File: config.mk
export PLATFORM = sky130hd
export DESIGN_NAME = windowed_moving_average
export DESIGN_NICKNAME = d
export VERILOG_FILES = /design/src/wma_pkg.sv /design/src/windowed_moving_average.sv /design/src/wma_cell.sv /design/src/wma_divider.sv
export SDC_FILE = /design/constraint.sdc
export NUM_CORES = 1
export LEC_CHECK = 0
export BUFFER_PORTS_ARGS = -buffer_cell sky130_fd_sc_hd__buf_2
export CORE_MARGIN = 4
export CORE_UTILIZATION = 65
export CTS_BUF_LIST = sky130_fd_sc_hd__clkbuf_4
export CTS_CLUSTER_SIZE = 25
export DETAILED_ROUTE_END_ITERATION = 16
export MAX_ROUTING_LAYER = met4
export PLACE_DENSITY = 0.83
export REMOVE_ABC_BUFFERS = 1
export SLEW_MARGIN = 15
export SYNTH_ARGS = -nofsm -noshare
export SYNTH_HDL_FRONTEND = slang
export SYNTH_HIERARCHICAL = 1
export SYNTH_SLANG_ARGS = --single-unit
File: constraint.sdc
create_clock -name clk -period 29.1 [get_ports clk]
set_input_delay 0 -clock clk [delete_from_list [all_inputs] [get_ports clk]]
set_output_delay 0 -clock clk [all_outputs]
set_load 0.02 [all_outputs]
File: src/wma_pkg.sv
// Shared constants and types for the windowed moving average.
// No dependencies; used by every module of the block.
package wma_pkg;

  localparam int DATA_W             = 32;  // sample and mean width
  localparam int CNT_W              = 5;   // held count and window length width
  localparam int DEFAULT_MAX_WINDOW = 16;
  localparam int OUT_TDATA_W        = 40;  // mean + count, padded to bytes
  localparam int ITER_W             = $clog2(DATA_W + 1);

  localparam logic [CNT_W-1:0] LEN_RESET = CNT_W'(16);

  // request kinds carried on s_tuser
  localparam logic REQ_PUSH  = 1'b0;
  localparam logic REQ_CLEAR = 1'b1;

  // control broadcast to every cell of the sample chain
  typedef struct packed {
    logic             shift;      // move the chain one step toward cell 0
    logic [CNT_W-1:0] entry_idx;  // cell that takes the new sample
  } cell_ctl_t;

endpackage

File: src/windowed_moving_average.sv
// Windowed moving average: a chain of sample cells, running sum and serial divider.
// Top level of the block; depends on wma_pkg, wma_cell and wma_divider.
//
// Input channel s_*: s_tuser selects push (0) or clear (1), s_tdata carries the
// 32-bit sample. Output channel m_*: m_tdata holds the truncated mean of the held
// samples and the held count. One result per transfer in.
// cfg_we/cfg_wdata set the window length (0 acts as 1, above MAX_WINDOW acts as
// MAX_WINDOW); a write also empties the window.
// Samples sit in a row of MAX_WINDOW cells; a push enters at the window's far
// cell and the whole row moves one step, so the dropped sample is always in cell 0.
// The result comes from the 32-step radix-2 divider. One item is in flight at a
// time; s_tready returns in the cycle the result is loaded into the output
// register. A finished result waits in the output register while the next
// item is accepted; a stalled receiver holds the divider result until m_tready.
// Reset empties the window, sets the length to 16 and drops any pending result.
module windowed_moving_average #(
  parameter int MAX_WINDOW = wma_pkg::DEFAULT_MAX_WINDOW
) (
  input  logic                            clk,
  input  logic                            rst,
  // s_tdata: [31:0] sample
  input  logic [wma_pkg::DATA_W-1:0]      s_tdata,
  // s_tuser: [0] req_type
  input  logic                            s_tuser,
  input  logic                            s_tvalid,
  output logic                            s_tready,
  // m_tdata: [31:0] mean_value, [36:32] held_count, [39:37] zero
  output logic [wma_pkg::OUT_TDATA_W-1:0] m_tdata,
  output logic                            m_tvalid,
  input  logic                            m_tready,
  input  logic                            cfg_we,
  input  logic [wma_pkg::CNT_W-1:0]       cfg_wdata
);

  typedef enum logic [1:0] {
    ST_IDLE,
    ST_DIV,
    ST_HOLD
  } state_t;

  state_t                        state;
  logic [wma_pkg::CNT_W-1:0]     window_length;
  logic [wma_pkg::CNT_W-1:0]     eff_len;
  logic [wma_pkg::CNT_W-1:0]     fill_count;
  logic [wma_pkg::CNT_W-1:0]     fill_count_next;
  logic [wma_pkg::DATA_W-1:0]    running_sum;
  logic [wma_pkg::DATA_W-1:0]    running_sum_next;
  logic [wma_pkg::DATA_W-1:0]    dropped;
  logic                          in_xfer;
  logic                          is_push;
  logic                          full;
  logic                          out_free;
  logic                          out_load;
  logic                          div_done;
  logic [wma_pkg::DATA_W-1:0]    quotient;
  logic [wma_pkg::DATA_W-1:0]    mean_value;
  wma_pkg::cell_ctl_t            cell_ctl;
  logic [wma_pkg::DATA_W-1:0]    cell_data [MAX_WINDOW];

  assign s_tready = (state == ST_IDLE);
  assign in_xfer  = s_tvalid && s_tready;
  assign is_push  = (s_tuser == wma_pkg::REQ_PUSH);
  assign out_free = !m_tvalid || m_tready;

  // window length in use, saturated to 1..MAX_WINDOW
  always_comb begin
    if (window_length == '0) begin
      eff_len = wma_pkg::CNT_W'(1);
    end else if (32'(window_length) > MAX_WINDOW) begin
      eff_len = wma_pkg::CNT_W'(MAX_WINDOW);
    end else begin
      eff_len = window_length;
    end
  end

  assign full = (fill_count == eff_len);

  // sample chain: new sample enters at cell eff_len-1, oldest leaves from cell 0
  assign cell_ctl.shift     = in_xfer && is_push;
  assign cell_ctl.entry_idx = eff_len - 1'b1;

  for (genvar i = 0; i < MAX_WINDOW; i++) begin : g_cell
    if (i == MAX_WINDOW - 1) begin : g_last
      wma_cell #(.IDX(i)) u_cell (
        .clk       (clk),
        .ctl       (cell_ctl),
        .sample_in (s_tdata),
        .next_data (s_tdata),
        .data      (cell_data[i])
      );
    end else begin : g_mid
      wma_cell #(.IDX(i)) u_cell (
        .clk       (clk),
        .ctl       (cell_ctl),
        .sample_in (s_tdata),
        .next_data (cell_data[i+1]),
        .data      (cell_data[i])
      );
    end
  end

  // running sum and fill count for the accepted item
  assign dropped = full ? cell_data[0] : '0;

  always_comb begin
    if (is_push) begin
      running_sum_next = running_sum - dropped + s_tdata;
      fill_count_next  = full ? fill_count : fill_count + 1'b1;
    end else begin
      running_sum_next = '0;
      fill_count_next  = '0;
    end
  end

  always_ff @(posedge clk) begin
    if (rst) begin
      window_length <= wma_pkg::LEN_RESET;
      fill_count    <= '0;
      running_sum   <= '0;
    end else if (cfg_we) begin
      window_length <= cfg_wdata;
      fill_count    <= '0;
      running_sum   <= '0;
    end else if (in_xfer) begin
      fill_count  <= fill_count_next;
      running_sum <= running_sum_next;
    end
  end

  // mean = sum / count, one bit per cycle
  wma_divider u_div (
    .clk      (clk),
    .rst      (rst),
    .start    (in_xfer),
    .dividend (running_sum_next),
    .divisor  (fill_count_next),
    .done     (div_done),
    .quotient (quotient)
  );

  // an empty window averages to zero
  assign mean_value = (fill_count == '0) ? '0 : quotient;

  // finished result moves into the output register once it is free
  assign out_load = ((state == ST_DIV && div_done) || state == ST_HOLD) && out_free;

  // sequencing and output register
  always_ff @(posedge clk) begin
    if (rst) begin
      state    <= ST_IDLE;
      m_tvalid <= 1'b0;
    end else begin
      if (out_load) begin
        m_tvalid <= 1'b1;
        m_tdata  <= {{(wma_pkg::OUT_TDATA_W - wma_pkg::DATA_W - wma_pkg::CNT_W){1'b0}},
                     fill_count, mean_value};
      end else if (m_tready) begin
        m_tvalid <= 1'b0;
      end
      case (state)
        ST_IDLE: begin
          if (in_xfer) begin
            state <= ST_DIV;
          end
        end
        ST_DIV, ST_HOLD: begin
          if (out_load) begin
            state <= ST_IDLE;
          end else if (div_done) begin
            state <= ST_HOLD;
          end
        end
        default: begin
          state <= ST_IDLE;
        end
      endcase
    end
  end

endmodule

File: src/wma_cell.sv
// One storage cell of the sample chain.
// Depends on wma_pkg for the data width and the chain control struct.
module wma_cell #(
  parameter int IDX = 0
) (
  input  logic                       clk,
  input  wma_pkg::cell_ctl_t         ctl,
  input  logic [wma_pkg::DATA_W-1:0] sample_in,
  input  logic [wma_pkg::DATA_W-1:0] next_data,
  output logic [wma_pkg::DATA_W-1:0] data
);

  logic is_entry;

  // the cell at the window's far end loads the new sample, others take their neighbor
  assign is_entry = (32'(ctl.entry_idx) == IDX);

  always_ff @(posedge clk) begin
    if (ctl.shift) begin
      data <= is_entry ? sample_in : next_data;
    end
  end

endmodule

File: src/wma_divider.sv
// Radix-2 restoring divider: 32-bit dividend by a small unsigned count.
// Depends on wma_pkg for widths; one quotient bit per cycle.
module wma_divider (
  input  logic                       clk,
  input  logic                       rst,
  input  logic                       start,
  input  logic [wma_pkg::DATA_W-1:0] dividend,
  input  logic [wma_pkg::CNT_W-1:0]  divisor,
  output logic                       done,
  output logic [wma_pkg::DATA_W-1:0] quotient
);

  logic [wma_pkg::CNT_W-1:0]  divisor_q;
  logic [wma_pkg::CNT_W-1:0]  rem;
  logic [wma_pkg::ITER_W-1:0] iter;
  logic                       running;
  logic [wma_pkg::CNT_W:0]    trial;
  logic [wma_pkg::CNT_W:0]    diff;
  logic                       ge;

  // shift one dividend bit into the partial remainder and try a subtract
  assign trial = {rem, quotient[wma_pkg::DATA_W-1]};
  assign diff  = trial - {1'b0, divisor_q};
  assign ge    = (trial >= {1'b0, divisor_q});

  // control
  always_ff @(posedge clk) begin
    if (rst) begin
      running <= 1'b0;
      done    <= 1'b0;
      iter    <= '0;
    end else begin
      done <= 1'b0;
      if (start) begin
        running <= 1'b1;
        iter    <= '0;
      end else if (running) begin
        iter <= iter + 1'b1;
        if (iter == wma_pkg::ITER_W'(wma_pkg::DATA_W - 1)) begin
          running <= 1'b0;
          done    <= 1'b1;
        end
      end
    end
  end

  // datapath: quotient bits shift in as dividend bits shift out
  always_ff @(posedge clk) begin
    if (start) begin
      quotient  <= dividend;
      divisor_q <= divisor;
      rem       <= '0;
    end else if (running) begin
      quotient <= {quotient[wma_pkg::DATA_W-2:0], ge};
      rem      <= ge ? diff[wma_pkg::CNT_W-1:0] : trial[wma_pkg::CNT_W-1:0];
    end
  end

endmodule

==> impl_metrics.ini, run 1 <==
[sta]
tns_ns = 0
hold_viol = 0
setup_viol_count_final = 0
relSlewSlack = 0.277
tightest_slew_ns = 1.08
min_period_ns = 6.04
fin_worst_skew_ns = 0.0619
period_share = 0.208
drv_slew = 0
fmax_ghz = 0.166
worst_hold_slack_ns = 0.154
grt_setup_unrepaired = false

[clocking]
cts_num_sinks = 644
cts_resized = 0
root_buffer = clkbuf_4
cts.htree.levels = 4
cts_buffer_depth = 3
clkSlewWorstSetupHoldPaths_ns = 0.06
cts_tree = built
insertion_delay_ns = 0.99
numCtsBuffers = 164

[floorplan]
start_util = 0.658
die_h_um = 231
pin_count = 85
coreArea_mm2 = 0.0490
die_w_um = 231
dieArea_mm2 = 0.0532
rows = 81

[yosys]
ys_types = 78
yosysSeqAreaShare = 0.582
synthArstFlopShare = 0
syn_inst = 2018
syn_avg_cell_area_um2 = 16.0
synth_enable_flop_cells = 586
synth_seq_cells = 644
synth_top_area_frac = 0.546
ys_warn_count = 6
synthTopCellsByCount = edfxtp_1, mux2_4, mux2_2, inv_1, nor2_1
synthFlopType = edfxtp_1
netlist_area_mm2 = 0.0322
synth_area_leaders = edfxtp_1, mux2_4, mux2_2, dfxtp_1, buf_12
yosys.area.top_type = edfxtp_1
synth_most_common_cell = edfxtp_1

[worst_hold_path]
hold_path_class = primary input to register
holdPathStages = 3
worstHoldStart = s_tdata[14]
whs_endpoint = g_cell[0].g_mid.u_cell/data[14]

[run]
drv_cap = 0

[global_route]
grt_antenna_before_repair = 2
grt_usage = 0.220
grt_pass1_vias = 18177
globalRouteOverflowTotal = 0
grt_pass1_wl_um = 91900
grt_max_degree = 177

[pwr]
p_leak_nw = 13.4
vdd_ir_drop_max_mv = 0.0385
p_per_area_mw_per_mm2 = 61.3

[worst_setup_path]
crit_fanout = 34
reg2reg_depth = 17
r2r_start = window_length[1]
cp_common_cell = fa_1
cp_slowest_stage_delay_ns = 0.77
cp_slowest_cell = o21bai_2
cp.required_ns = 29.80
timing.rr.end = u_div/quotient[30]
cp_cell_sequence = nor3_1 > o21bai_2 > xnor2_2 > nor2_4 > and2_1 > fa_1 > fa_1 > and2b_1 > o2111ai_1 > a21boi_2 > a211oi_2 > o31a_1 > o31a_4 > o311ai_4 > mux2i_1 > a21oi_1 > mux2_2
critical_path.endpoint_type = register
cp-start-kind = register
path_class = register to register
worstPathArrival_ns = 6.74
reg2reg_slack_ns = 23.06

[drt]
wire_per_inst_um = 18.4
drc = 0
wl_um = 55900
drt_iter0_drc = 1463
ant_nets = 0
routed-via-count = 17026
dr.pass1.iters = 5
drt-vias-per-instance = 5.59

[cells_and_area]
nets = 2382
drive_gt1_frac = 0.395
seq_area_mm2 = 0.0188
fillers = 3011
areaGrowthSynthToFinish_pct = 9.73
multi_input_area_mm2 = 0.0119
finalCoreUtilization = 0.722
final_cells = 3045

[status]
status = finished clean

[place]
dp_hpwl_um = 33500
place_congestion = 0.878
portBuffers = 81
placed_cells = 2698
logic make-up after synthesis:
group,Yosys count,share of synthesized area
flip-flops,644,0.582
multiplexers,555,0.232
AND/OR/NAND/NOR,309,0.0549
buffers and inverters,240,0.0505
AO/OA/AOI/OAI,151,0.0317
adder cells (fa/ha/maj),77,0.0374
XOR/XNOR,41,0.0114
other,1,0.000116
how the worst max path moves through the flow:
stage                                start                 end  slack (ns)  cells past startpoint
after CTS                 window_length[1]  u_div/quotient[30]       23.12                     17
after detailed placement  window_length[1]  u_div/quotient[30]       23.17                     17
after global placement    window_length[1]  u_div/quotient[30]       23.45                     17
after global routing      window_length[1]  u_div/quotient[30]       22.70                     17
final                     window_length[1]  u_div/quotient[30]       23.06                     17
after floorplan                   state[0]     running_sum[31]        4.13                      9
repair_timing:
| item | CTS | global route |
|---|---|---|
| hold buffers | 62 | 0 |
| setup buffers | 0 | 0 |
| hold endpoints to repair | 619 | 0 |
routing by layer:
layer	global-route usage	vias up	part of all wire
met5	-	-	0
met3	0.0459	107	0.051
li1	-	8016	-
met4	0.0880	0	0.022
met2	0.343	461	0.49
met1	0.287	8442	0.44
report_power, final:
group          switching (mW)  internal (mW)
combinational           0.162          0.142
clock                   0.354          0.410
sequential             0.0223           1.08
total                   0.538           1.63
layout make-up:
cell class	count	share of cell area
timing repair buffer	166	0.0345
inverter	150	0.0159
multi-input combinational	1136	0.336
clock inverter	44	0.00842
antenna	3	0.000212
tap	664	0.0235
sequential	644	0.531
clock buffer	238	0.0505
cells in the final DEF (no fill, tap or decap), types with 6 or more instances in the layout:
cell type,instances
and2_1,31
a21oi_1,49
mux2i_1,11
nand4_1,9
o21ai_0,28
inv_1,149
xnor2_1,24
nand2_1,75
ha_1,45
or3_1,6
nor2b_1,38
edfxtp_1,586
buf_2,81
dfxtp_1,58
dlygate4sd3_1,62
mux2_1,10
buf_4,20
nand2b_1,12
clkbuf_4,238
clkinv_1,26
a21o_1,17
mux2_2,203
nand3_1,11
mux2_4,330
xor2_1,15
nor2_1,75
fa_1,32
nor3_1,12
o21ai_1,9
critical path: cells and delay by family (launching register included):
family                     cells  cell delay, ns
DFF                            1            0.45
AOI/OAI and AO/OA              8            2.31
adders and majority gates      2            0.92
and+or+nand+nor                4            1.26
muxes                          2            0.59
xor gates and xnor gates       1            0.22
registers in the layout, summed over array words and instances (netlist names):
register and flops:
g_cell.g_last.u_cell/data 32, g_cell.g_mid.u_cell/data 480, u_div/done 1, state 2, window_length 5, fill_count 5
u_div/divisor_q 5, u_div/quotient 32, u_div/running 1, u_div/iter 6, u_div/rem 5, running_sum 32
m_tvalid 1, m_tdata 37
stage by stage:
step	worst slack (ns)	total power, mW	area (um2)
5_1_grt	22.70	2.28	35400
3_3_place_gp	23.45	1.40	32600
2_1_floorplan	4.13	1.37	31200
6_report	23.06	2.17	35400
3_5_place_dp	23.17	1.41	32600
4_1_cts	23.12	2.19	35300
Note: power is estimated with default switching activity, not from simulation.
==> run 2, diff against run 1 <==
--- a/config.mk
+++ b/config.mk
@@ -7,12 +7,12 @@
 export LEC_CHECK = 0
 export BUFFER_PORTS_ARGS = -buffer_cell sky130_fd_sc_hd__buf_2
 export CORE_MARGIN = 4
-export CORE_UTILIZATION = 65
+export CORE_UTILIZATION = 59
 export CTS_BUF_LIST = sky130_fd_sc_hd__clkbuf_4
 export CTS_CLUSTER_SIZE = 25
 export DETAILED_ROUTE_END_ITERATION = 16
 export MAX_ROUTING_LAYER = met4
-export PLACE_DENSITY = 0.83
+export PLACE_DENSITY = 0.79
 export REMOVE_ABC_BUFFERS = 1
 export SLEW_MARGIN = 15
 export SYNTH_ARGS = -nofsm -noshare
==> constraint.sdc (replaced) <==
create_clock -name clk -period 5.5 [get_ports clk]
set_input_delay 0 -clock clk [delete_from_list [all_inputs] [get_ports clk]]
set_output_delay 0 -clock clk [all_outputs]
set_load 0.02 [all_outputs]
==> run 2 against run 1 <==
  * Non-clock buffer count is 11 higher
  * Hold slack improved by 0.011 ns
  * Die area grew 9.8%
  * Sequential power grew to 5.3 times the previous value
  * Sequential share of layout area is 0.31 points lower
  * Cell count rose by 1.5%
  * Register-to-register slack got worse by 23 ns
  * Largest power group unchanged
==> impl_metrics.ini, run 2 (synthesis gave the netlist of run 1 again) <==
[status]
status = finished clean

[worst_setup_path]
cp-start-kind = register
critical_path.endpoint_type = register
reg2reg_slack_ns = 0.47
reg2reg_depth = 19
r2r_start = window_length[2]
cp.required_ns = 6.22
crit_fanout = 30
worstPathArrival_ns = 5.75
path_class = register to register
timing.rr.end = u_div/quotient[30]

[pwr]
p_per_area_mw_per_mm2 = 324
p_leak_nw = 13.5
vdd_ir_drop_max_mv = 0.177

[clocking]
root_buffer = clkbuf_4
insertion_delay_ns = 0.98
cts_num_sinks = 644
numCtsBuffers = 165
cts.htree.levels = 4
cts_tree = built
cts_setup_buffers = 0
cts_buffer_depth = 3
clkSlewWorstSetupHoldPaths_ns = 0.07

[sta]
relSlewSlack = 0.330
fin_worst_skew_ns = 0.0589
hold_viol = 0
tns_ns = 0
tightest_slew_ns = 1.01
fmax_ghz = 0.199
period_share = 0.914
min_period_ns = 5.03
setup_viol_count_final = 0
drv_slew = 0
grt_setup_unrepaired = false

[drt]
drt_iter0_drc = 1121
drc = 0
drt-vias-per-instance = 5.49
ant_nets = 0
wire_per_inst_um = 17.8
wl_um = 55000
routed-via-count = 16987
dr.pass1.iters = 5

[place]
dp_hpwl_um = 34600
place_congestion = 0.837
placed_cells = 2739
portBuffers = 81

[cells_and_area]
fillers = 3693
drive_gt1_frac = 0.399
final_common_cell = edfxtp_1
reg.largest.list = g_cell.g_mid.u_cell/data: 480 flops, m_tdata: 37 flops
top_register = g_cell.g_mid.u_cell/data
nets = 2394
final_cells = 3092
largest_register_ffs = 480
areaGrowthSynthToFinish_pct = 10.4
final_cell_mix = edfxtp_1, mux2_4, clkbuf_4, mux2_2, inv_1

[global_route]
grt_pass1_wl_um = 91500
grt_usage = 0.195
grt_pass1_vias = 18177
grt_antenna_before_repair = 2
grt_max_degree = 108
globalRouteOverflowTotal = 0

[worst_hold_path]
holdPathStages = 3
whs_endpoint = g_cell[11].g_mid.u_cell/data[30]
worstHoldStart = s_tdata[30]
hold_path_class = primary input to register

[floorplan]
rows = 85
pin_count = 85
start_util = 0.598
die_w_um = 242
coreArea_mm2 = 0.0539
dieArea_mm2 = 0.0584
die_h_um = 242

[run]
drv_cap = 0
run 2: changes by cell type in the layout (fill, tap and decap cells not counted), sizes merged, moves of 2 or more:
cell         change
clkbuf           +8
clkinv           -3
dlygate4sd3      +2
buf              +9
run 2: per-layer routing:
| layer | up-vias | share of wire | track usage | wire [um] |
|---|---|---|---|---|
| li1 | 8015 | - | - | - |
| met1 | 8508 | 0.45 | 0.245 | 24600 |
| met2 | 377 | 0.49 | 0.312 | 26800 |
| met3 | 87 | 0.046 | 0.0462 | 2520 |
| met4 | 0 | 0.019 | 0.0741 | 1070 |
| met5 | - | 0 | - | 0 |
run 2: final cells by class:
| type | count | area [um2] | area share |
|---|---|---|---|
| Clock buffer | 246 | 1850 | 0.0519 |
| Tap cell | 696 | 871 | 0.0245 |
| Sequential cell | 644 | 18800 | 0.527 |
| Multi-Input combinational cell | 1136 | 11900 | 0.334 |
| Timing Repair Buffer | 177 | 1350 | 0.0379 |
| Antenna cell | 4 | 10.0 | 0.000281 |
| Clock inverter | 39 | 272 | 0.00763 |
| Inverter | 150 | 563 | 0.0158 |
run 2: power breakdown:
group          total, mW  internal [mW]  switching (mW)
clock               4.09           2.19            1.91
combinational       1.62          0.759           0.863
sequential          5.81           5.70           0.110
total               11.5           8.65            2.88
run 2: repair_timing:
| action | in CTS | in global routing |
|---|---|---|
| hold endpoints to repair | 640 | 0 |
| gates resized for setup | 0 | 0 |
| hold buffers | 64 | 0 |
run 2: metrics by stage:
stage          power [mW]  utilization  worst slack [ns]  hold WS [ns]  cell area (um2)
6_report             11.5        0.660             0.473         0.165            35600
5_1_grt              12.1        0.660             0.144        0.0910            35600
4_1_cts              11.7        0.659             0.516       0.00641            35600
3_5_place_dp         7.49        0.608             0.541         0.240            32800
3_3_place_gp         7.41        0.608             0.751         0.229            32800
2_1_floorplan        7.24            -            -19.47        0.0691            31200
run 2: worst max path at each step:
stage          slack [ns]            endpoint              from
3_5_place_dp         0.54  u_div/quotient[30]     fill_count[1]
3_3_place_gp         0.75  u_div/quotient[30]     fill_count[3]
6_report             0.47  u_div/quotient[30]  window_length[2]
5_1_grt              0.14  u_div/quotient[22]  window_length[2]
4_1_cts              0.52  u_div/quotient[22]  window_length[2]
2_1_floorplan      -19.47     running_sum[31]          state[0]
run 2: critical path: stages (launching register included):
cell and delay, ns:
dfxtp_1 0.42, nor2b_1 0.35, xnor2_1 0.11, o21ai_1 0.24, nor2_4 0.10, buf_4 0.24, and2_1 0.21, fa_1 0.48
inv_1 0.05, ha_1 0.36, a21o_1 0.16, a21oi_1 0.10, a21boi_2 0.22, a211oi_2 0.13, o31a_1 0.33, o31a_4 0.34
o311ai_4 0.23, mux2i_1 0.30, a21oi_1 0.10, mux2_2 0.30
